--- src/design/imf_pkg.sv ---
// shared types, constants and helpers for the 3x3 minimum filter
// no dependencies; used by every module of the block
package imf_pkg;

   localparam int CHAN_W      = 8;
   localparam int PIX_W       = 3 * CHAN_W;
   localparam int ROW_W       = 16;
   localparam int COL_W       = 10;
   localparam int WID_W       = 11;
   localparam int CSR_IDX_W   = 2;
   localparam int CSR_DATA_W  = 16;
   localparam int QUEUE_DEPTH = 4;
   localparam int QPTR_W      = $clog2(QUEUE_DEPTH);
   localparam int QCNT_W      = $clog2(QUEUE_DEPTH + 1);

   localparam logic CMD_PIXEL = 1'b0;
   localparam logic CMD_DRAIN = 1'b1;

   localparam logic [CSR_IDX_W-1:0] REG_IMAGE_WIDTH  = 2'd0;
   localparam logic [CSR_IDX_W-1:0] REG_IMAGE_HEIGHT = 2'd1;
   localparam logic [CSR_IDX_W-1:0] REG_COLOR_MODE   = 2'd2;

   localparam logic [ROW_W-1:0] RESET_HEIGHT = 16'd480;
   localparam logic             RESET_COLOR  = 1'b1;

   typedef struct packed {
      logic              command;
      logic [CHAN_W-1:0] pixel_red;
      logic [CHAN_W-1:0] pixel_green;
      logic [CHAN_W-1:0] pixel_blue;
   } req_type;

   typedef struct packed {
      logic [CHAN_W-1:0] out_red;
      logic [CHAN_W-1:0] out_green;
      logic [CHAN_W-1:0] out_blue;
      logic [ROW_W-1:0]  out_row;
      logic [COL_W-1:0]  out_col;
      logic              last_of_frame;
   } rsp_type;

   // one classified item handed from front to back
   typedef struct packed {
      logic             shift;     // pixel: push column into window
      logic [PIX_W-1:0] colmin;    // channel-wise min of the column {b,g,r}
      logic             o1;        // emit (row, o1_col)
      logic             o1_zero;   // border output, value forced to 0
      logic [COL_W-1:0] o1_col;
      logic             o1_last;
      logic             o2;        // end-of-row border output
      logic [COL_W-1:0] o2_col;
      logic [ROW_W-1:0] row;
   } job_type;

   typedef enum logic {
      PHASE_FIRST,
      PHASE_SECOND
   } back_phase_type;

   function automatic logic [CHAN_W-1:0] min2(input logic [CHAN_W-1:0] a,
                                              input logic [CHAN_W-1:0] b);
      min2 = (a < b) ? a : b;
   endfunction

   // channel-wise minimum of three packed pixels
   function automatic logic [PIX_W-1:0] min3_pix(input logic [PIX_W-1:0] a,
                                                 input logic [PIX_W-1:0] b,
                                                 input logic [PIX_W-1:0] c);
      logic [PIX_W-1:0] res;
      for (int k = 0; k < 3; k++) begin
         res[k*CHAN_W +: CHAN_W] = min2(min2(a[k*CHAN_W +: CHAN_W], b[k*CHAN_W +: CHAN_W]),
                                        c[k*CHAN_W +: CHAN_W]);
      end
      min3_pix = res;
   endfunction

endpackage

--- src/design/imf_back.sv ---
// back end: 3-column window of column minima and result register
// uses imf_pkg; drains imf_queue
module imf_back (
   input  logic              clock,
   input  logic              reset,
   input  imf_pkg::job_type  head,
   input  logic              q_empty,
   output logic              q_pop,
   output logic              rsp_valid,
   input  logic              rsp_stall,
   output imf_pkg::rsp_type  rsp_data
);

   imf_pkg::back_phase_type phase_ff, phase_in;

   // column minima of columns c-2 and c-1
   logic [imf_pkg::PIX_W-1:0] win_old_ff, win_new_ff;
   logic                      shift;
   logic                      rsp_valid_ff, rsp_valid_in;
   imf_pkg::rsp_type          rsp_data_ff, rsp_data_in;
   logic                      slot_free;
   logic                      emit;
   logic [imf_pkg::PIX_W-1:0] win_min;
   logic [imf_pkg::PIX_W-1:0] val1;

   assign slot_free = !rsp_valid_ff || !rsp_stall;
   assign win_min   = imf_pkg::min3_pix(win_old_ff, win_new_ff, head.colmin);
   assign val1      = head.o1_zero ? '0 : win_min;

   always_comb begin
      phase_in    = phase_ff;
      q_pop       = 1'b0;
      shift       = 1'b0;
      emit        = 1'b0;
      rsp_data_in = rsp_data_ff;

      case (phase_ff)
         imf_pkg::PHASE_FIRST: begin
            if (!q_empty) begin
               if (head.o1) begin
                  if (slot_free) begin
                     emit        = 1'b1;
                     shift       = head.shift;
                     rsp_data_in = {val1[7:0], val1[15:8], val1[23:16],
                                    head.row, head.o1_col, head.o1_last};
                     if (head.o2) begin
                        phase_in = imf_pkg::PHASE_SECOND;
                     end else begin
                        q_pop = 1'b1;
                     end
                  end
               end else if (head.o2) begin
                  if (slot_free) begin
                     emit        = 1'b1;
                     shift       = head.shift;
                     q_pop       = 1'b1;
                     rsp_data_in = {24'd0, head.row, head.o2_col, 1'b0};
                  end
               end else begin
                  shift = head.shift;
                  q_pop = 1'b1;
               end
            end
         end
         imf_pkg::PHASE_SECOND: begin
            // window already shifted with the first beat
            if (slot_free) begin
               emit        = 1'b1;
               q_pop       = 1'b1;
               phase_in    = imf_pkg::PHASE_FIRST;
               rsp_data_in = {24'd0, head.row, head.o2_col, 1'b0};
            end
         end
         default: begin
            phase_in = imf_pkg::PHASE_FIRST;
         end
      endcase

      rsp_valid_in = emit || (rsp_valid_ff && rsp_stall);
   end

   always_ff @(posedge clock) begin
      if (reset) begin
         phase_ff     <= imf_pkg::PHASE_FIRST;
         rsp_valid_ff <= 1'b0;
      end else begin
         phase_ff     <= phase_in;
         rsp_valid_ff <= rsp_valid_in;
      end
   end

   always_ff @(posedge clock) begin
      rsp_data_ff <= rsp_data_in;
      if (shift) begin
         win_old_ff <= win_new_ff;
         win_new_ff <= head.colmin;
      end
   end

   assign rsp_valid = rsp_valid_ff;
   assign rsp_data  = rsp_data_ff;

endmodule

--- config.mk ---
export PLATFORM = sky130hd
export DESIGN_NAME = imf_back
export DESIGN_NICKNAME = d
export VERILOG_FILES = /design/src/design/imf_pkg.sv /design/src/design/imf_back.sv
export SDC_FILE = /design/constraint.sdc
export NUM_CORES = 1
export LEC_CHECK = 0
export BUFFER_PORTS_ARGS = -buffer_cell sky130_fd_sc_hd__buf_2
export CAP_MARGIN = 20
export CORE_MARGIN = 2
export CORE_UTILIZATION = 55
export DETAILED_ROUTE_END_ITERATION = 10
export HOLD_SLACK_MARGIN = 0.02
export MAX_ROUTING_LAYER = met4
export PLACE_DENSITY = 0.81
export SLEW_MARGIN = 15
export SYNTH_ARGS = -nofsm -noshare
export SYNTH_HDL_FRONTEND = slang
export SYNTH_SLANG_ARGS = --single-unit
--- constraint.sdc ---
create_clock -name clock -period 5.8 [get_ports clock]
set_clock_uncertainty 0.15 [all_clocks]
set_input_delay 0.87 -clock clock [delete_from_list [all_inputs] [get_ports clock]]
set_output_delay 0.87 -clock clock [all_outputs]
set_load 0.01 [all_outputs]
# Word level (Yosys, flattened, before mapping)

Index checks and enable logic that the tools add are counted.

Memory bits (read-only): 0
Bits in writable memories: 0
Latch bits: 0
Memories kept: 0
Register bits: 101
Bits of input ports: 69

Add/sub/neg operators: 0
Reduce and logical (&&, ||, !) cells: 6
Order comparisons: 6
Div/mod/pow operators: 0
Mux-type cells: 35
Bitwise logic cells: 1
$mul: 0
Eq/ne operators: 3
Shifts and indexed selects: 0

Operators with widths:

| operator                               | number |
|---|---|
| 51-bit 2-to-1 mux                      | 5 |
| 51-bit one-hot mux with 2 select lines | 1 |
| 8-bit < comparator                     | 6 |
| 8-bit 2-to-1 mux                       | 6 |
| 24-bit 2-to-1 mux                      | 1 |
| 1-bit 2-to-1 mux                       | 19 |
| 3-bit != test (second input constant)  | 2 |
| 1-bit one-hot mux with 2 select lines  | 3 |
| 3-bit AND reduction                    | 1 |
| 1-bit zero test                        | 2 |
| 1-bit logical OR                       | 2 |
| 2-bit != test (second input constant)  | 1 |
| 1-bit logical AND                      | 1 |
| 1-bit inverter                         | 1 |

# Longest topological paths before layout

Gate-level depths: netlist of the first run.

Depth in word-level cells: 9
Gate-level depth with buffers: 16

# Worst setup path before layout of the first run

Ideal clock, no wire load.

Path type: reg2reg
From: reg win_old_ff[1] in the netlist's numbering
To: reg rsp_data_ff, in the netlist rsp_data[44], data pin
Cell stages (with the launch flop): 15
Arrival: 3.656 ns
Clock period less this slack: 4.065 ns
Path buffers: 1
Data required time: 5.391 ns
Setup time: 0.259 ns
Path slack: 1.735 ns
Path through: edfxtp_1 -> ha_1 -> a2111oi_1 -> o21bai_1 -> a21oi_4 -> mux2_2 -> ha_1 -> or4b_1 -> a21oi_1 -> a21bo_1 -> a2111o_1 -> o311a_1 -> buf_6 -> mux2i_1 -> o21ai_1

RTL lines:

| item                   | line           | source |
|---|---|---|
| start, declared        | imf_back.sv:17 | `logic [imf_pkg::PIX_W-1:0] win_old_ff, win_new_ff;` |
| start signal, assigned | imf_back.sv:95 | `win_old_ff <= win_new_ff;` |
| end signal, assigned   | imf_back.sv:93 | `rsp_data_ff <= rsp_data_in;` |
| end, declared          | imf_back.sv:20 | `imf_pkg::rsp_type rsp_data_ff, rsp_data_in;` |

==> flow_summary_export.csv, run 1 <==
group,metric,value,unit
outcome,status,"finished, final reports clean",
worst_setup_path,startpoint_type,"register",
power_and_ir_drop,ir_drop,0.119,mV
synthesis,yosysMostFrequentCell,"edfxtp_1",
synthesis,synthXorXnorAreaFrac,0,%
finish,final_net_count,671,
worst_setup_path,cp_data_required_time,5.74,ns
floorplanning,pin_count,122,
synthesis,async_reset_ff_share,0,%
global_route,grt_pass1_vias,3724,
global_route,track_usage,23.5,%
detailed_routing,dr.pass1.iters,4,
synthesis,synthAdderAreaFrac,9.70,%
synthesis,synth_area,5420,µm²
worst_setup_path,cpMostUsedCell,"ha_1",
timing,setup_viol,0,
min_path,hold_class,"reg2reg",
synthesis,synth_compound_area_share,11.8,%
power_and_ir_drop,powerDensity,251,nW/µm²
synthesis,synth_seq_cells,101,
global_route,grt_pass1_wl,18400,µm
floorplanning,rows,36,
detailed_routing,vias,3837,
synthesis,synth.largest_area_cell,"edfxtp_1",
synthesis,ys_seq_area_share,55.6,%
clock_network,cts_hold_buf,0,
finish,diodes,0,
clock_network,ctsHtreeMaxLevel,3,
synthesis,synth_common_cells,"edfxtp_1 (99), nand2_1 (54), inv_1 (46), ha_1 (42), o21ai_0 (36)",
timing,hold_viol,0,
global_route,grt_max_degree,52,
timing,period_share,77.0,%
worst_setup_path,endpoint_kind,"register",
finish,area_growth,16.9,%
timing,grt_setup_unrepaired,"false",
place,io_buffers,121,
clock_network,cts_tree,"yes",
timing,drv_slew,0,
clock_network,root_buffer,"clkbuf_8",
floorplanning,start_util,56.0,%
timing,max_freq,0.224,GHz
worst_setup_path,cp_slowest_cell,"or4b_1",
worst_setup_path,path_max_fanout,10,
detailed_routing,antenna_left,0,
place,dpl.hpwl,8410,µm
power_and_ir_drop,p_total,1.59,mW
clock_network,cts.clk_slew.worst_paths,0.09,ns
detailed_routing,drt_iter0_markers,149,
timing,final.setup.tns,0,ns
global_route,gr-total-overflow,0,
clock_network,post_cts_buffers,0,
clock_network,numCtsBuffers,9,
clock_network,ctsResizeCount,0,
synthesis,netlist_instances,438,
global_route,antenna_found_initial,0,
detailed_routing,viasPerCell,5.50,
synthesis,synth_top_area_share,54.9,%
clock_network,clock_path_buffers,2,
place,routabilityCongestion,0.864,
finish,fin_area,6330,µm²
floorplanning,core-area,9680,µm²
synthesis,syn_avg_cell_area,12.4,µm²
detailed_routing,wl_per_cell,16.4,µm
synthesis,synth-edff-count,99,
worst_setup_path,critPathMaxStageDelay,0.51,ns
synthesis,synth_warnings,0,
floorplanning,die-width,103,µm
synthesis,synthTopCellsByArea,"edfxtp_1 (55%), ha_1 (9.7%), mux2i_1 (6.5%), mux2_2 (4.8%), nand2_1 (3.7%)",
power_and_ir_drop,p_leak,2.73,nW
timing,slew_headroom,43.4,%
synthesis,synthesis.nets,549,
floorplanning,die_h,103,µm
run,maxCapViolations,0,
detailed_routing,wl,11500,µm
synthesis,synth_top_family_by_area,"compound AO/OA/AOI/OAI gates",
timing,worstMarginPinSlew,0.847,ns
synthesis,synth_simple_gate_area_share,7.09,%
finish,drive_above_1_share,31.2,%
worst_setup_path,crit_chain,"inv_1 > ha_1 > a2111oi_1 > o21bai_1 > a21oi_4 > mux2_2 > ha_1 > or4b_1 > a21oi_1 > a21bo_1 > a2111o_1 > o311a_1 > mux2i_1 > o21ai_1",
clock_network,clk-insertion-delay-late,0.37,ns
synthesis,synth_flop_cell,"edfxtp_1",
clock_network,clock_sinks,101,
synthesis,muxShareOfSynthArea,11.2,%
synthesis,ys_types,48,
detailed_routing,drc,0,
place,placed_cell_area,6150,µm²
worst_setup_path,critPathArrivalTime,4.41,ns
timing,fin_crit,4.47,ns
worst_setup_path,worstSetupPathType,"reg2reg",
floorplanning,die_area,10700,µm²
[cell usage in the layout (no fill, tap or decap), types with 4 or more instances in the layout]
cell type and instances:
buf_2 121, edfxtp_1 99, nand2_1 54, inv_1 46, ha_1 42, o21ai_0 36
mux2i_1 35, mux2_2 23, o21ai_1 12, a21oi_1 9, clkbuf_8 9, nor2_1 8
nand3_1 4, a211o_1 4, o211ai_1 4
[kinds of logic (layout without fill, tap and decap cells)]
| kind of cell | count (synthesis) | count (layout) |
|---|---|---|
| AOI/OAI and AO/OA | 92 | 92 |
| adders and majority gates | 42 | 42 |
| buffers and inverters | 60 | 187 |
| DFF | 101 | 101 |
| muxes | 58 | 58 |
| and+or+nand+nor | 85 | 85 |
[power by group]
group	total, mW	switching [mW]	internal [mW]
sequential	0.887	0.0262	0.861
combinational	0.301	0.168	0.133
clock	0.400	0.244	0.156
[through the flow]
step	instances	setup WS [ns]	util [%]	hold WS, ns
floorplan	438	1.73	-	0.276
global placement	681	1.47	63.5	0.281
CTS	697	1.32	65.2	0.311
global route	698	0.983	65.4	0.324
finish	698	1.33	65.4	0.311
detailed placement	681	1.36	63.5	0.288
[layout make-up]
type	count	area [µm²]
clock buffer	10	128
clock inverter	6	40.0
fill	759	3350
inverter	46	173
multi-input combinational	277	2170
sequential	101	3010
tap	133	166
timing repair buffer	125	648
[sequential cells by signal, indices dropped and copies added (netlist names)]
name / flops
rsp_data: 51
phase_ff: 1
win_new_ff: 24
rsp_valid: 1
win_old_ff: 24
[routing by layer]
metal,up-vias,share of wire [%],GRT usage [%]
li1,1866,-,-
met1,1822,45,30.3
met2,133,48,37.5
met3,16,5.6,3.90
met4,0,1.8,9.41
met5,-,0,-
[worst max-delay path, delay by kind of cell (launching register included)]
kind	cells	cell delay, ns
muxes	2	0.61
and+or+nand+nor	1	0.51
AOI/OAI and AO/OA	8	1.98
adders and majority gates	2	0.41
buffers and inverters	1	0.09
DFF	1	0.43
[final timing paths]
kind	startpoint	endpoint	slack, ns	cells past startpoint
setup / recovery	win_new_ff[1]$_DFFE_PP_	rsp_data[46]$_DFFE_PP_	1.33	14
hold / removal	win_new_ff[19]$_DFFE_PP_	win_old_ff[19]$_DFFE_PP_	0.31	0
hold reg to reg	win_new_ff[19]$_DFFE_PP_	win_old_ff[19]$_DFFE_PP_	0.31	0
setup reg to reg	win_new_ff[1]$_DFFE_PP_	rsp_data[46]$_DFFE_PP_	1.33	14
(Power assumes the default switching activity.)
==> inputs of run 2 (changes only) <==
--- a/config.mk
+++ b/config.mk
@@ -8,11 +8,11 @@
 export BUFFER_PORTS_ARGS = -buffer_cell sky130_fd_sc_hd__buf_2
 export CAP_MARGIN = 20
 export CORE_MARGIN = 2
-export CORE_UTILIZATION = 55
+export CORE_UTILIZATION = 49
 export DETAILED_ROUTE_END_ITERATION = 10
 export HOLD_SLACK_MARGIN = 0.02
 export MAX_ROUTING_LAYER = met4
-export PLACE_DENSITY = 0.81
+export PLACE_DENSITY = 0.76
 export SLEW_MARGIN = 15
 export SYNTH_ARGS = -nofsm -noshare
 export SYNTH_HDL_FRONTEND = slang
==> constraint.sdc (replaced) <==
create_clock -name clock -period 3.7 [get_ports clock]
set_clock_uncertainty 0.15 [all_clocks]
set_input_delay 0.555 -clock clock [delete_from_list [all_inputs] [get_ports clock]]
set_output_delay 0.555 -clock clock [all_outputs]
set_load 0.01 [all_outputs]
==> flow_summary_export.csv, run 2 (synthesis gave the netlist of run 1 again) <==
group,metric,value,unit
place,routabilityCongestion,0.851,
power_and_ir_drop,p_total,2.79,mW
detailed_routing,viasPerCell,5.38,
worst_setup_path,endpoint_kind,"register",
power_and_ir_drop,ir_drop,0.196,mV
timing,setup_viol,12,
finish,drive_above_1_share,43.3,%
global_route,grt_pass1_vias,4273,
power_and_ir_drop,powerDensity,392,nW/µm²
timing,grt_setup_unrepaired,"true",
global_route,grt_pass1_wl,20300,µm
timing,hold_viol,0,
worst_setup_path,cpMostUsedCell,"ha_4",
floorplanning,die_area,11900,µm²
detailed_routing,antenna_left,0,
finish,final_cell_mix,"buf_2 (121), edfxtp_1 (99), nand2_1 (52), buf_4 (45), inv_1 (43)",
outcome,violations,"negative setup slack",
worst_setup_path,path_max_fanout,7,
min_path,hold_class,"in2reg",
floorplanning,rows,38,
worst_setup_path,critPathArrivalTime,4.00,ns
floorplanning,core-area,10800,µm²
clock_network,root_buffer,"clkbuf_8",
min_path,holdPathEnd,"rsp_valid$_SDFF_PP0_",
worst_setup_path,cp_slowest_cell,"or4b_1",
worst_setup_path,r2r_cells,14,
detailed_routing,wl_per_cell,17.4,µm
global_route,antenna_found_initial,0,
global_route,gr-total-overflow,0,
clock_network,clock_path_buffers,2,
finish,layout.cells.non_filler,757,
detailed_routing,vias,4069,
timing,fin_crit,4.04,ns
clock_network,clock_sinks,101,
min_path,min_from,"reset",
clock_network,ctsHtreeMaxLevel,3,
timing,final.setup.tns,-2.47,ns
timing,slew_headroom,52.4,%
finish,final_net_count,723,
detailed_routing,drc,0,
finish,largest_reg_flops,51,
finish,layout_commonest_cell,"buf_2",
finish,diodes,0,
detailed_routing,wl,13200,µm
place,place_inst,716,
place,place_ws,-0.570,ns
worst_setup_path,reg2reg_from,"win_new_ff[1]$_DFFE_PP_",
timing,fin_ws,-0.339,ns
finish,fin_area,7110,µm²
global_route,grt_max_degree,42,
timing,max_freq,0.248,GHz
floorplanning,start_util,50.2,%
timing,period_share,109,%
floorplanning,die-width,109,µm
worst_setup_path,critPathMaxStageDelay,0.50,ns
place,io_buffers,121,
worst_setup_path,startpoint_type,"register",
worst_setup_path,crit_chain,"inv_2 > ha_4 > a2111oi_4 > o21bai_2 > a21oi_4 > mux2_4 > ha_4 > or4b_1 > a21oi_1 > a21bo_2 > a2111o_1 > o311a_4 > mux2i_1 > o21ai_1",
detailed_routing,dr.pass1.iters,4,
detailed_routing,drt_iter0_markers,130,
worst_setup_path,worstSetupPathType,"reg2reg",
clock_network,cts_tree,"yes",
worst_setup_path,cp-startpoint,"win_new_ff[1]$_DFFE_PP_",
place,placed_cell_area,6420,µm²
floorplanning,pin_count,122,
worst_setup_path,cp_data_required_time,3.66,ns
min_path,whs_path_depth,2,
clock_network,cts.clk_slew.worst_paths,0.09,ns
worst_setup_path,reg2reg_slack,-0.34,ns
worst_setup_path,reg2reg_to,"rsp_data[50]$_DFFE_PP_",
clock_network,numCtsBuffers,9,
timing,drv_slew,0,
timing,hold_ws,0.198,ns
place,dpl.hpwl,9110,µm
finish,area_growth,31.2,%
worst_setup_path,timing.critical_path.buf_inv,1,
floorplanning,die_h,109,µm
clock_network,clk-insertion-delay-late,0.37,ns
worst_setup_path,crit_family,"compound AO/OA/AOI/OAI gates",
power_and_ir_drop,p_leak,3.06,nW
run,maxCapViolations,0,
timing,worstMarginPinSlew,0.715,ns
finish,fin_util,65.9,%
outcome,status,"complete, but fails checks",
global_route,track_usage,23.2,%
run 2: cell types whose count changed in the layout (fill, tap and decap cells not counted), sizes merged:
| cell | previous run | this run |
|---|---|---|
| buf | 125 | 177 |
| bufinv | 0 | 2 |
| clkbuf | 10 | 9 |
| clkinvlp | 0 | 2 |
| clkinv | 6 | 3 |
run 2: layer usage:
layer | wire length [µm] | up-vias | global-route usage (%)
li1 | - | 1974 | -
met1 | 5500 | 1934 | 27.2
met2 | 6790 | 137 | 39.5
met3 | 639 | 24 | 3.71
met4 | 278 | 0 | 10.2
met5 | 0 | - | -
run 2: how the worst max path moves through the flow:
stage	to	slack (ns)	depth (start not counted)
after floorplan	rsp_data[44]$_DFFE_PP_	-0.20	15
after global placement	rsp_data[45]$_DFFE_PP_	-0.39	14
after detailed placement	rsp_data[50]$_DFFE_PP_	-0.57	14
after CTS	rsp_data[50]$_DFFE_PP_	-0.31	14
after global routing	rsp_data[50]$_DFFE_PP_	-0.48	14
final	rsp_data[50]$_DFFE_PP_	-0.34	14
run 2: final cells by class:
cell class | instances | area [µm²]
multi-input combinational | 277 | 2440
inverter | 46 | 173
sequential | 101 | 3010
clock buffer | 9 | 124
tap | 140 | 175
fill | 812 | 3680
timing repair buffer | 177 | 1090
clock inverter | 7 | 90.1
run 2: repair_timing:
action	4_1_cts	5_1_grt
setup endpoints to repair	17	24
gates cloned	0	0
buffers inserted	15	11
pin swaps	15	30
resized for setup	31	43
hold buffers	0	0
run 2: report_power, final:
part / total, mW / internal, mW / switching, mW
clock network: 0.764 / 0.377 / 0.386
registers: 1.39 / 1.35 / 0.0398
logic: 0.635 / 0.311 / 0.324
total: 2.79 / 2.04 / 0.750
