$ cat src/design/imf_pkg.sv
// shared types, constants and helpers for the 3x3 minimum filter
// no dependencies; used by every module of the block
package imf_pkg;

   localparam int CHAN_W      = 8;
   localparam int PIX_W       = 3 * CHAN_W;
   localparam int ROW_W       = 16;
   localparam int COL_W       = 10;
   localparam int WID_W       = 11;
   localparam int CSR_IDX_W   = 2;
   localparam int CSR_DATA_W  = 16;
   localparam int QUEUE_DEPTH = 4;
   localparam int QPTR_W      = $clog2(QUEUE_DEPTH);
   localparam int QCNT_W      = $clog2(QUEUE_DEPTH + 1);

   localparam logic CMD_PIXEL = 1'b0;
   localparam logic CMD_DRAIN = 1'b1;

   localparam logic [CSR_IDX_W-1:0] REG_IMAGE_WIDTH  = 2'd0;
   localparam logic [CSR_IDX_W-1:0] REG_IMAGE_HEIGHT = 2'd1;
   localparam logic [CSR_IDX_W-1:0] REG_COLOR_MODE   = 2'd2;

   localparam logic [ROW_W-1:0] RESET_HEIGHT = 16'd480;
   localparam logic             RESET_COLOR  = 1'b1;

   typedef struct packed {
      logic              command;
      logic [CHAN_W-1:0] pixel_red;
      logic [CHAN_W-1:0] pixel_green;
      logic [CHAN_W-1:0] pixel_blue;
   } req_type;

   typedef struct packed {
      logic [CHAN_W-1:0] out_red;
      logic [CHAN_W-1:0] out_green;
      logic [CHAN_W-1:0] out_blue;
      logic [ROW_W-1:0]  out_row;
      logic [COL_W-1:0]  out_col;
      logic              last_of_frame;
   } rsp_type;

   // one classified item handed from front to back
   typedef struct packed {
      logic             shift;     // pixel: push column into window
      logic [PIX_W-1:0] colmin;    // channel-wise min of the column {b,g,r}
      logic             o1;        // emit (row, o1_col)
      logic             o1_zero;   // border output, value forced to 0
      logic [COL_W-1:0] o1_col;
      logic             o1_last;
      logic             o2;        // end-of-row border output
      logic [COL_W-1:0] o2_col;
      logic [ROW_W-1:0] row;
   } job_type;

   typedef enum logic {
      PHASE_FIRST,
      PHASE_SECOND
   } back_phase_type;

   function automatic logic [CHAN_W-1:0] min2(input logic [CHAN_W-1:0] a,
                                              input logic [CHAN_W-1:0] b);
      min2 = (a < b) ? a : b;
   endfunction

   // channel-wise minimum of three packed pixels
   function automatic logic [PIX_W-1:0] min3_pix(input logic [PIX_W-1:0] a,
                                                 input logic [PIX_W-1:0] b,
                                                 input logic [PIX_W-1:0] c);
      logic [PIX_W-1:0] res;
      for (int k = 0; k < 3; k++) begin
         res[k*CHAN_W +: CHAN_W] = min2(min2(a[k*CHAN_W +: CHAN_W], b[k*CHAN_W +: CHAN_W]),
                                        c[k*CHAN_W +: CHAN_W]);
      end
      min3_pix = res;
   endfunction

endpackage

$ cat src/design/imf_queue.sv
// short job queue between front and back ends
// uses imf_pkg for the job type and depth
module imf_queue (
   input  logic                        clock,
   input  logic                        reset,
   input  logic                        push,
   input  imf_pkg::job_type            push_job,
   input  logic                        pop,
   output imf_pkg::job_type            head,
   output logic                        empty,
   output logic [imf_pkg::QCNT_W-1:0]  count
);

   imf_pkg::job_type entries_ff [imf_pkg::QUEUE_DEPTH];

   logic [imf_pkg::QPTR_W-1:0] wr_ptr_ff, wr_ptr_in;
   logic [imf_pkg::QPTR_W-1:0] rd_ptr_ff, rd_ptr_in;
   logic [imf_pkg::QCNT_W-1:0] count_ff, count_in;

   assign head  = entries_ff[rd_ptr_ff];
   assign empty = (count_ff == '0);
   assign count = count_ff;

   always_comb begin
      wr_ptr_in = push ? wr_ptr_ff + imf_pkg::QPTR_W'(1) : wr_ptr_ff;
      rd_ptr_in = pop  ? rd_ptr_ff + imf_pkg::QPTR_W'(1) : rd_ptr_ff;
      count_in  = count_ff + imf_pkg::QCNT_W'(push) - imf_pkg::QCNT_W'(pop);
   end

   always_ff @(posedge clock) begin
      if (reset) begin
         wr_ptr_ff <= '0;
         rd_ptr_ff <= '0;
         count_ff  <= '0;
      end else begin
         wr_ptr_ff <= wr_ptr_in;
         rd_ptr_ff <= rd_ptr_in;
         count_ff  <= count_in;
      end
   end

   always_ff @(posedge clock) begin
      if (push) begin
         entries_ff[wr_ptr_ff] <= push_job;
      end
   end

endmodule

$ cat config.mk
export PLATFORM = sky130hd
export DESIGN_NAME = imf_queue
export DESIGN_NICKNAME = d
export VERILOG_FILES = /design/src/design/imf_pkg.sv /design/src/design/imf_queue.sv
export SDC_FILE = /design/constraint.sdc
export NUM_CORES = 1
export LEC_CHECK = 0
export ABC_AREA = 1
export BUFFER_PORTS_ARGS = -buffer_cell sky130_fd_sc_hd__buf_2
export CAP_MARGIN = 5
export CORE_UTILIZATION = 55
export CTS_CLUSTER_SIZE = 40
export DETAILED_ROUTE_END_ITERATION = 7
export HOLD_SLACK_MARGIN = 0.12
export PLACE_DENSITY = 0.87
export SETUP_SLACK_MARGIN = 0.4
export SLEW_MARGIN = 25
export SYNTH_ARGS = -nofsm -noshare
export SYNTH_HDL_FRONTEND = slang
export SYNTH_SLANG_ARGS = --single-unit
$ cat constraint.sdc
create_clock -name clock -period 4.6 [get_ports clock]
set_clock_uncertainty 0.1 [all_clocks]
set_input_delay 0.46 -clock clock [delete_from_list [all_inputs] [get_ports clock]]
set_output_delay 0.46 -clock clock [all_outputs]
set_load 0.05 [all_outputs]
Word level (Yosys, flattened, before mapping):

Memories as Yosys holds them, arrays and structs flattened. A register that Yosys moved wholly into a read port is not among the register bits.
Cells that the tools add are included.

* add/subtract/negate cells: 4
* mux-type cells: 4
* reductions and logical operators: 1

Operators with widths (count)
* $add 2x1->2 const B: 2
* $mux 2: 2
* $add 3x1->3: 1
* $logic_not 3->1: 1
* $sub 3x1->3: 1
* $mux 1: 2

* flip-flop bits (word level): 7
* memories kept: 1
* input port bits: 69
* memory bits (writable): 260

Memory list
* entries_ff: words 4, width 65, read ports 1, clocked after memory_dff 1, write ports 1, RTL line imf_queue.sv:14 `imf_pkg::job_type entries_ff [imf_pkg::QUEUE_DEPTH];`

Depth between registers and ports, before layout:

Gate-level depths: netlist (run 1).

* depth after elaboration: 3
* depth in mapped cells: 8

Worst setup path after synthesis (run 1):

Ideal clock, no wire load.

* kind: register to register
* start: register wr_ptr_ff[0] (netlist name)
* end: memory entries_ff[2][0] (netlist name), enable pin
* path buffers: 0
* stages on the path, launching flop included: 5
* slack: 2.229 ns
* data arrival time: 1.852 ns
* setup time: 0.419 ns
* cell sequence: dfxtp_1 > inv_1 > ha_1 > nand2_1 > inv_1

RTL lines
* start, declared: RTL line imf_queue.sv:16 `logic [imf_pkg::QPTR_W-1:0] wr_ptr_ff, wr_ptr_in;`
* start signal, assigned: RTL line imf_queue.sv:36 `wr_ptr_ff <= wr_ptr_in;`
* end, declared: RTL line imf_queue.sv:14

No word-level cell before the write port.

==> results of run 1 <==
area by class of cell:
class | count | share of cell area
Multi-Input combinational cell | 355 | 0.164
Antenna cell | 1 | 0.000188
Timing Repair Buffer | 212 | 0.109
Tap cell | 265 | 0.0249
Clock buffer | 33 | 0.0539
Inverter | 146 | 0.0416
Clock inverter | 15 | 0.00564
Sequential cell | 269 | 0.600
worst register-to-register path: cells and delay by family (launching register included):
kind	cells	cell delay, ps
buf+inv	3	1360
flops	1	360
fa+ha+maj	1	200
simple gates	1	80
routing by layer:
metal,GRT usage,vias to the layer above,part of all wire
met1,0.245,3154,0.42
met3,0.0397,25,0.058
met2,0.328,166,0.51
met5,0,-,0
met4,0.0560,0,0.013
li1,-,3216,-
cell usage in the layout, fill, tap and decap left out, drive strengths merged, types with 9 or more instances in the layout:
master	n
dfxtp	9
a21oi	71
edfxtp	260
nand2	138
buf	145
clkbuf	33
clkinv	17
dlygate4sd3	67
o211ai	65
inv	143
o21ai	69
final timing paths:
kind	to	slack [ps]
max	head[45]	1500
min	wr_ptr_ff[0]	190
max reg2reg	entries_ff[0][35]	2220
min reg2reg	register	360
power breakdown:
group          internal [uW]  total [uW]  switching (uW)
sequential              2800        2860            60.4
combinational            220         833             614
clock                   1100        1940             842
per-stage QoR:
| step | setup WS [ps] | total power [uW] | hold slack [ps] | std cells | util |
|---|---|---|---|---|---|
| 3_5_place_dp | 2060 | 3700 | 353 | 1180 | 0.605 |
| 5_1_grt | 1330 | 5840 | 221 | 1295 | 0.680 |
| 6_report | 1500 | 5640 | 191 | 1296 | 0.680 |
| 4_1_cts | 1500 | 5670 | 181 | 1295 | 0.680 |
| 3_3_place_gp | 2100 | 3680 | 343 | 1180 | 0.605 |
| 2_1_floorplan | 2230 | 3510 | 336 | 813 | - |
cell families (layout without fill, tap and decap cells):
family                     after synthesis  after routing  share of synthesized area
adders and majority gates                7              7                    0.00858
buffers and inverters                  189            406                     0.0817
and+or+nand+nor                        143            143                     0.0487
other                                    0              1                          0
AOI/OAI and AO/OA                      205            205                      0.140
DFF                                    269            269                      0.721
registers in the layout, summed over array words and instances (netlist names), named ones only:
| register | flops |
|---|---|
| count | 3 |
| entries_ff | 260 |
| rd_ptr_ff | 2 |
| wr_ptr_ff | 2 |
repair_timing:
item	in CTS	in global routing
setup buffers	0	0
hold buffers	67	0
hold endpoints to repair	264	0
gates resized for setup	0	0
==> summary.md, run 1 <==
| Metric | Value |
|---|---|
| Outcome | finished clean |
| CTS tree | yes |
| CTS H-tree lvls | 1 |
| Slowest CP cell | dfxtp_4 |
| Post-synthesis instance total | a little over 800 |
| Syn_area_per_cell | about 14 um^2 |
| Levels on crit path | 5 |
| RSZ-0062 raised after global routing | false |
| Placer Congestion | 0.710 |
| Total CTS buffers | 26 |
| Final hold vios | 0 |
| Final setup vio count | 0 |
| Crit end category | output port |
| Antenna-violating nets left | 0 |
| FILL cells | between 1,000 and 1,500 |
| Area of the multi-input gates | around 2200 um^2 |
| Tcrit/Tclk final | 0.673 |
| Crit path cell chain | buf_12 > a21oi_1 > o21ai_1 > nand2_1 > buf_2 |
| Register area | around 8000 um^2 |
| Max Fclk | 323 MHz |
| I/O pins | 138 |
| Hold Crit Start | push |
| Library cells used by synthesis | 21 |
| CP Data Required Time | 4040 ps |
| Critical path arrival | 2540 ps |
| Hpwl dp | 11,200 um |
| Clk slew on worst S/H paths | 60 ps |
| Design area | 13,300 um^2 |
| Cell count of the worst hold path | 3 |
| Minimum clock period | between 3000 and 4000 ps |
| VDD IR max | 334 uV |
| Count of pins over their slew limit | 0 |
| Hold Path Class | in2reg |
| Core Box Area | 19,600 um^2 |
| Final WL | 20,100 um |
| Area leader, netlist | edfxtp_1 |
| PD cells | 424 nW/um^2 |
| Root Driver | clkbuf_16 |
| CP Class | reg2out |
| DRC viols | 0 |
| Yosys reg bits | 269 |
| Die W | 144 um |
| Initial antenna violation count | 0 |
| Yosys warning total | 0 |
| Worst-margin pin slew | 933 ps |
| First-pass DRT Iterations | 4 |
| Total number of vias | 6,561 |
| First-pass GRT wire length | 30,500 um |
| Crit path max-delay family | flip-flops |
| Clock Sinks | 269 |
| Mapped Area | 11,100 um^2 |
| Crit path buf inv count | 2 |
| Slew margin rel. | 0.377 |
| CTS Buffer Depth | 3 |
| Worst Setup Start Kind | register |
| Die H | 144 um |
| DR vias/cell | 5.06 |
| Drt wl/cell | 15.5 um |
| Post-synth EDFFs | 260 |
| Initial Util | 0.565 |
| GRT Total Usage | 0.191 |
| Ys flop type | edfxtp_1 |
| Top-count cell post-synth | edfxtp_1 |
| Reg2reg path depth | 5 |
| Max cap viols | 0 |
| Std cell rows | 51 |
| Number of buffers added on ports | 137 |
| Grt ovf | 0 |
| Setup TNS | 0 ps |
| Crit-path max FO | 86 |
| Fin nets | 1,086 |
| Most frequent cells after synthesis | edfxtp_1, inv_1, nand2_1, o211ai_2, a21oi_1 |
| Syn Nets | 889 |
| Largest stage delay on the critical path | 950 ps |
| Clk_lat worst skew | 510 ps |
| Die area | 20,700 um^2 |
| Post-synth top area share | 0.705 |
| Worst R2R Start | wr_ptr_ff[0] |
| Post-synthesis sequential area ratio | 0.721 |
| Ys async rst share | 0 |
| DRT iter0 DRCs | ~360 |
| Layout area overhead | 20.2% |
| Pin count of the biggest net entering global routing | 87 |
| Fraction of layout cells with a size suffix above 1 | 0.257 |
| Static leakage | ~0.0052 uW |
| Vias in the first global route | about 6,300 |
| Top post-synthesis cells by area | edfxtp_1, o211ai_2, inv_1, nand2_1, a21oi_1 |
| Post-DP Area | 11,800 um^2 |
(Power assumes the default switching activity.)
==> run 2: changes to the inputs <==
--- a/config.mk
+++ b/config.mk
@@ -8,7 +8,7 @@
 export ABC_AREA = 1
 export BUFFER_PORTS_ARGS = -buffer_cell sky130_fd_sc_hd__buf_2
 export CAP_MARGIN = 5
-export CORE_UTILIZATION = 55
+export CORE_UTILIZATION = 52
 export CTS_CLUSTER_SIZE = 40
 export DETAILED_ROUTE_END_ITERATION = 7
 export HOLD_SLACK_MARGIN = 0.12
==> constraint.sdc (replaced) <==
create_clock -name clock -period 2.8 [get_ports clock]
set_clock_uncertainty 0.1 [all_clocks]
set_input_delay 0.28 -clock clock [delete_from_list [all_inputs] [get_ports clock]]
set_output_delay 0.28 -clock clock [all_outputs]
set_load 0.05 [all_outputs]
==> run 2 against run 1 <==
- worst setup slack got worse by 1000 ps
- critical path depth did not move
- final area rose by 1.6%
- power rose by 66%
- sequential cell count did not move
- first-iteration DRC count rose by 14%
- sequential share of layout area fell by 0.92 points
- sequential power rose by 63%
- highest routed layer unchanged
==> summary.md, run 2 (same netlist as run 1, synthesis figures left out) <==
| Metric | Value |
|---|---|
| Outcome | finished clean |
| Final setup vio count | 0 (unchanged) |
| Die area | 21,900 um^2 (+5.7%) |
| Hold Crit Start | rd_ptr_ff[0] |
| Total number of vias | 6,717 (+2.4%) |
| Vias in the first global route | 6,744 (+6.6%) |
| GRT Total Usage | 0.199 (+0.00772) |
| Worst Setup Start Kind | register |
| Critical R2R Capture | entries_ff[0][61] |
| Initial Util | 0.529 (-0.0368) |
| Net switching power | 2530 uW (+67%) |
| VDD IR max | 490 uV (+47%) |
| Clk_lat worst skew | 530 ps (+20 ps) |
| Sw Ratio | 0.270 (+0.00146) |
| Clock Sinks | 269 (unchanged) |
| Tcrit/Tclk final | 0.825 |
| Met1 usage | 0.255 (+0.00920) |
| Max Fclk | 433 MHz |
| Tot Pwr | 9370 uW (+66%) |
| GRT met3 Usage | 0.0380 (-0.00169) |
| Placed Cells | 1,201 (+1.8%) |
| RSZ-0062 raised after global routing | true |
| Clock share of power | 0.345 (about the same) |
| Non-Filler Instances | 1,324 (+2.2%) |
| CTS Buffer Depth | 3 (unchanged) |
| Slew margin rel. | 0.623 (+0.245) |
| Layout area overhead | 22.1% |
| Worst R2R Start | wr_ptr_ff[0] |
| Die H | 148 um (+2.8%) |
| PD cells | 693 nW/um^2 (+64%) |
| Fin util | 0.645 (-0.0344) |
| Most frequent cells in the layout | edfxtp_1, inv_1, nand2_1, buf_2, dlygate4sd3_1 |
| Cell count of the worst hold path | 1 (-2) |
| Crit-path max FO | 72 (-16%) |
| I/O pins | 138 (unchanged) |
| Setup TNS | 0 ps (unchanged) |
| First-pass GRT wire length | 33,900 um (+11%) |
| DR vias/cell | 5.07 (+0.21%) |
| Area of the multi-input gates | 2190 um^2 (unchanged) |
| Drt wl/cell | 16.6 um (+6.6%) |
| Hpwl dp | 12,400 um (+10%) |
| Crit end category | output port |
| Die W | 148 um (+2.8%) |
| Minimum clock period | between 2000 and 2500 ps |
| Max cap viols | 0 (unchanged) |
| Static leakage | 0.00528 uW (+1.8%) |
| First-pass DRT Iterations | 4 (unchanged) |
| Largest register FFs | 260 (unchanged) |
| Final WL | 21,900 um (+8.9%) |
| Fraction of layout cells with a size suffix above 1 | 0.260 (+0.00301) |
| Clk slew on worst S/H paths | 60 ps (about the same) |
| Final hold vios | 0 (unchanged) |
| Comb pwr share | 0.157 (+0.009) |
| Grt ovf | 0 (unchanged) |
| Hold Path Class | reg2reg |
| Total CTS buffers | 27 (+3.8%) |
| Reg with most FFs | entries_ff |
| CTS tree | yes |
| Fin nets | 1,102 (+1.5%) |
| CTS H-tree lvls | 1 (unchanged) |
| Pin count of the biggest net entering global routing | 80 (-8.0%) |
| Cell Int Power | 6840 uW (+66%) |
| Antenna-violating nets left | 0 (unchanged) |
| Root Driver | clkbuf_16 |
| Reg2reg path depth | 5 (unchanged) |
| DRT iter0 DRCs | 416 (+14%) |
| Number of buffers added on ports | 137 (unchanged) |
| Core Box Area | 21,000 um^2 (+7.0%) |
| Met2 Resource Use GR | 0.346 (+0.0183) |
| Worst-margin pin slew | 565 ps (-367 ps) |
| CP Data Required Time | 2420 ps (-1620 ps) |
| Placer Congestion | 0.724 (+2.0%) |
| Count of pins over their slew limit | 0 (unchanged) |
| CP Class | reg2out |
| FILL cells | 1,471 (+13%) |
| Register area | 8000 um^2 (unchanged) |
| Sequential share of power | 0.498 (-0.010) |
| Most used routing layer | met2 |
| Commonest non-fill, non-tap cell in the layout | edfxtp_1 |
| Std cell rows | 53 (+3.9%) |
| R2R setup slack | 860 ps (-1360 ps) |
| Initial antenna violation count | 3 (+3) |
| Critical path arrival | 1930 ps (-610 ps) |
| DRC viols | 0 (unchanged) |
-- run 2: cell types whose count changed in the layout (fill, tap and decap cells not counted), moves of 2 or more --
cell,change
buf_12,+3
buf_4,+6
buf_6,+2
clkbuf_8,-2
clkinv_1,+7
clkinv_2,-3
diode_2,+3
dlygate4sd3_1,+2
-- run 2: worst max-delay path, cell delays in order (launching register included) --
cell and delay, ps:
dfxtp_4 490, buf_12 350, a21oi_2 110, o21ai_1 110
nand2_1 80, buf_2 210
-- run 2: what timing repair did --
| action | in CTS | in global routing |
|---|---|---|
| gates resized for setup | 0 | 2 |
| setup endpoints to repair | 49 | 42 |
| hold buffers | 69 | 0 |
| endpoints found under the hold margin | 269 | 0 |
| buffers inserted | 1 | 1 |
-- run 2: area by class of cell --
type | count | share of cell area
diodes | 4 | 0.000740
clock buffers | 30 | 0.0508
clock inverters | 18 | 0.00768
inverters | 146 | 0.0409
multi-input cells | 355 | 0.162
flip-flops and latches | 269 | 0.591
well taps | 275 | 0.0254
repair buffers | 227 | 0.122
-- run 2: how the worst max path moves through the flow --
stage / to / slack, ps / cells past startpoint
3_3_place_gp: entries_ff[0][8] / 840 / 5
5_1_grt: head[29] / 380 / 5
3_5_place_dp: entries_ff[0][63] / 840 / 5
2_1_floorplan: entries_ff[2][0] / 430 / 4
6_report: head[50] / 490 / 5
4_1_cts: head[24] / 420 / 5
-- run 2: metrics by stage --
step                      hold WS [ps]  instance area, um^2  worst slack, ps
after detailed placement           360                12000              836
after CTS                          359                13500              422
after floorplan                    251                11100              429
final                              370                13500              491
after global placement             337                12000              837
after global routing               379                13500              378
-- run 2: power groups by stage --
| stage | sequential (uW) | combinational (uW) | clock [uW] |
|---|---|---|---|
| finish | 4660 | 1470 | 3230 |
| global route | 4680 | 1570 | 3450 |
| CTS | 4670 | 1460 | 3300 |
| detailed placement | 4750 | 1360 | 0 |
| global placement | 4750 | 1330 | 0 |
| floorplan | 4780 | 994 | 0 |
-- run 2: metal layers --
metal | vias to the layer above | part of all wire
li1 | 3260 | -
met1 | 3207 | 0.42
met2 | 217 | 0.50
met3 | 33 | 0.062
met4 | 0 | 0.017
met5 | - | 0
==> run 3: changes to the inputs <==
--- a/config.mk
+++ b/config.mk
@@ -8,7 +8,7 @@
 export ABC_AREA = 1
 export BUFFER_PORTS_ARGS = -buffer_cell sky130_fd_sc_hd__buf_2
 export CAP_MARGIN = 5
-export CORE_UTILIZATION = 52
+export CORE_UTILIZATION = 55
 export CTS_CLUSTER_SIZE = 40
 export DETAILED_ROUTE_END_ITERATION = 7
 export HOLD_SLACK_MARGIN = 0.12
==> constraint.sdc (replaced) <==
create_clock -name clock -period 2.21 [get_ports clock]
set_clock_uncertainty 0.1 [all_clocks]
set_input_delay 0.221 -clock clock [delete_from_list [all_inputs] [get_ports clock]]
set_output_delay 0.221 -clock clock [all_outputs]
set_load 0.05 [all_outputs]
==> run 3 against run 2 <==
- utilization increased by 13 points
- sequential share of layout area decreased by 6.2 points
- worst setup slack got worse by 400 ps
- sequential power increased by 27%
- combinational power increased by 72%
- power increased by 38%
- wire length increased by 23%
- final area increased by 12%
- first-iteration DRC count decreased by 24%
- clock power increased by 38%
- non-clock buffer count increased by 35
- global-route usage increased by 4.6 points
- critical endpoint is now head[43]
- largest cell class unchanged
- highest routed layer unchanged
==> summary.md, run 3 (same netlist as run 1, synthesis figures left out) <==
| Metric | Value |
|---|---|
| Number of buffers added on ports | 137 (unchanged) |
| Fin util | 0.772 (+0.127) |
| Critical R2R Capture | entries_ff[0][23] |
| Fraction of layout cells with a size suffix above 1 | 0.352 (+0.0916) |
| CP Class | reg2out |
| Crit path cell chain | buf_12 > buf_12 > clkbuf_16 > o21ai_1 > nand2_1 > buf_6 |
| Hold_ws | 328 ps (-41.8 ps) |
| Clock Sinks | 269 (unchanged) |
| Placer Congestion | 0.768 (+6.1%) |
| Minimum clock period | 2120 ps |
| Final hold vios | 0 (unchanged) |
| Die W | 144 um (-2.7%) |
| Worst R2R Start | wr_ptr_ff[0] |
| Crit-path max FO | 8 (-89%) |
| Clk slew on worst S/H paths | 60 ps (about the same) |
| Critical path arrival | 1800 ps (-130 ps) |
| Reg2reg path depth | 5 (unchanged) |
| Initial antenna violation count | 0 (-3) |
| CP endpoint | head[43] |
| CTS Buffer Depth | 3 (unchanged) |
| Total CTS buffers | 26 (-3.7%) |
| Non-Filler Instances | 1,345 (+1.6%) |
| Reg with most FFs | entries_ff |
| DRC viols | 0 (unchanged) |
| Crit end category | output port |
| GRT Total Usage | 0.245 (+0.0463) |
| Drt wl/cell | 20.0 um (+21%) |
| Core Box Area | 19,600 um^2 (-6.5%) |
| Root Driver | clkbuf_16 |
| Final setup vio count | 0 (unchanged) |
| Die H | 144 um (-2.7%) |
| Hold Crit Start | reset |
| Hold Path Class | in2reg |
| Fin nets | 1,136 (+3.1%) |
| Pin count of the biggest net entering global routing | 45 (-44%) |
| PD cells | 854 nW/um^2 (+23%) |
| RSZ-0062 raised after global routing | true |
| Levels on crit path | 6 (+1) |
| Initial Util | 0.565 (+0.0368) |
| Std cell rows | 51 (-3.8%) |
| Slowest CP cell | dfxtp_4 |
| Hpwl dp | 12,100 um (-2.3%) |
| FILL cells | 1,035 (-30%) |
| DR vias/cell | 5.36 (+5.6%) |
| VDD IR max | 817 uV (+67%) |
| CTS tree | yes |
| Grt ovf | 0 (unchanged) |
| Area of the multi-input gates | 2460 um^2 (+12%) |
| Vias in the first global route | 7,364 (+9.2%) |
| Crit path max-delay family | buffers and inverters |
| DRT iter0 DRCs | 317 (-24%) |
| Crit path top cell by count | buf_12 |
| Outcome | finished clean |
| Tcrit/Tclk final | 0.959 |
| Worst Setup Start Kind | register |
| Largest register FFs | 260 (unchanged) |
| CTS H-tree lvls | 1 (unchanged) |
| Most frequent cells in the layout | edfxtp_1, inv_1, nand2_1, buf_2 |
| R2R setup slack | 480 ps (-380 ps) |
| Crit path buf inv count | 4 (+2) |
| Register area | 8000 um^2 (about the same) |
| Max cap viols | 0 (unchanged) |
| Clk_lat worst skew | 510 ps (-20 ps) |
| Layout area overhead | 36.6% |
| Slew margin rel. | 0.686 (+0.0631) |
| Worst-margin pin slew | 471 ps (-94.0 ps) |
| Largest stage delay on the critical path | 370 ps (-120 ps) |
| Final WS setup | 91.4 ps (-399 ps) |
| I/O pins | 138 (unchanged) |
| First-pass DRT Iterations | 5 (+1) |
| Max Fclk | 472 MHz |
| Count of pins over their slew limit | 0 (unchanged) |
| Commonest non-fill, non-tap cell in the layout | edfxtp_1 |
| CP Data Required Time | 1890 ps (-530 ps) |
| Pre-CTS setup slack | 324 ps (-512 ps) |
| Final WL | 26,900 um (+23%) |
| Die area | 20,700 um^2 (-5.4%) |
| First-pass GRT wire length | 37,800 um (+11%) |
| Tot Pwr | 12,900 uW (+38%) |
| Placed Cells | 1,194 (-0.58%) |
| Total number of vias | 7,209 (+7.3%) |
| Static leakage | 0.00587 uW (+11%) |
| Antenna-violating nets left | 0 (unchanged) |
| # diodes | 0 (-4) |
==> run 3: changes by cell type in the layout (fill, tap and decap cells not counted), sizes merged <==
cell,change
buf,+28
clkbuf,+9
clkinv,-8
clkinvlp,+5
diode,-4
bufinv,+3
dlygate4sd3,-1
inv,-1
==> run 3: worst min-delay path by stage <==
stage | slack (ps) | end | cells past startpoint
4_1_cts | 320 | count[1] | 3
3_5_place_dp | 310 | count[0] | 2
5_1_grt | 340 | count[1] | 3
3_3_place_gp | 300 | count[0] | 2
2_1_floorplan | 180 | count[0] | 1
6_report | 330 | count[0] | 3
==> run 3: layout make-up <==
cell class	count	share of cell area
timing repair buffer	262	0.192
clock inverter	17	0.0117
multi-input combinational	355	0.162
clock buffer	31	0.0457
inverter	146	0.0372
tap	265	0.0219
sequential	269	0.529
==> run 3: worst register-to-register path: cells and delay by family, from the launching register on <==
family | cells | cell delay, ps
adders and majority gates | 1 | 180
buffers and inverters | 3 | 740
and+or+nand+nor | 1 | 70
DFF | 1 | 360
==> run 3: routing by layer <==
| layer | routed length [um] | share of wire | vias up | global-route usage |
|---|---|---|---|---|
| met2 | 14800 | 0.55 | 276 | 0.456 |
| met1 | 9750 | 0.36 | 3539 | 0.278 |
| met3 | 1650 | 0.061 | 61 | 0.0430 |
| li1 | - | - | 3333 | - |
| met5 | 0 | 0 | - | 0 |
| met4 | 703 | 0.026 | 0 | 0.0957 |
==> run 3: through the flow <==
| step | setup TNS, ps | area, um^2 |
|---|---|---|
| after floorplan | 0 | 11100 |
| after global placement | 0 | 12100 |
| after detailed placement | 0 | 12100 |
| after CTS | 0 | 14700 |
| after global routing | -16.2 | 15100 |
| final | 0 | 15100 |
==> run 3: what timing repair did <==
action,4_1_cts,5_1_grt
buffers inserted,14,1
pin swaps,32,47
gates resized for setup,169,86
hold buffers,69,0
setup endpoints to repair,65,66
cloned,11,9
hold endpoints to repair,269,0
==> run 3: where the power goes <==
group,internal [uW],switching (uW)
registers,5830,85.5
clock network,2680,1790
logic,957,1580
total,9470,3450
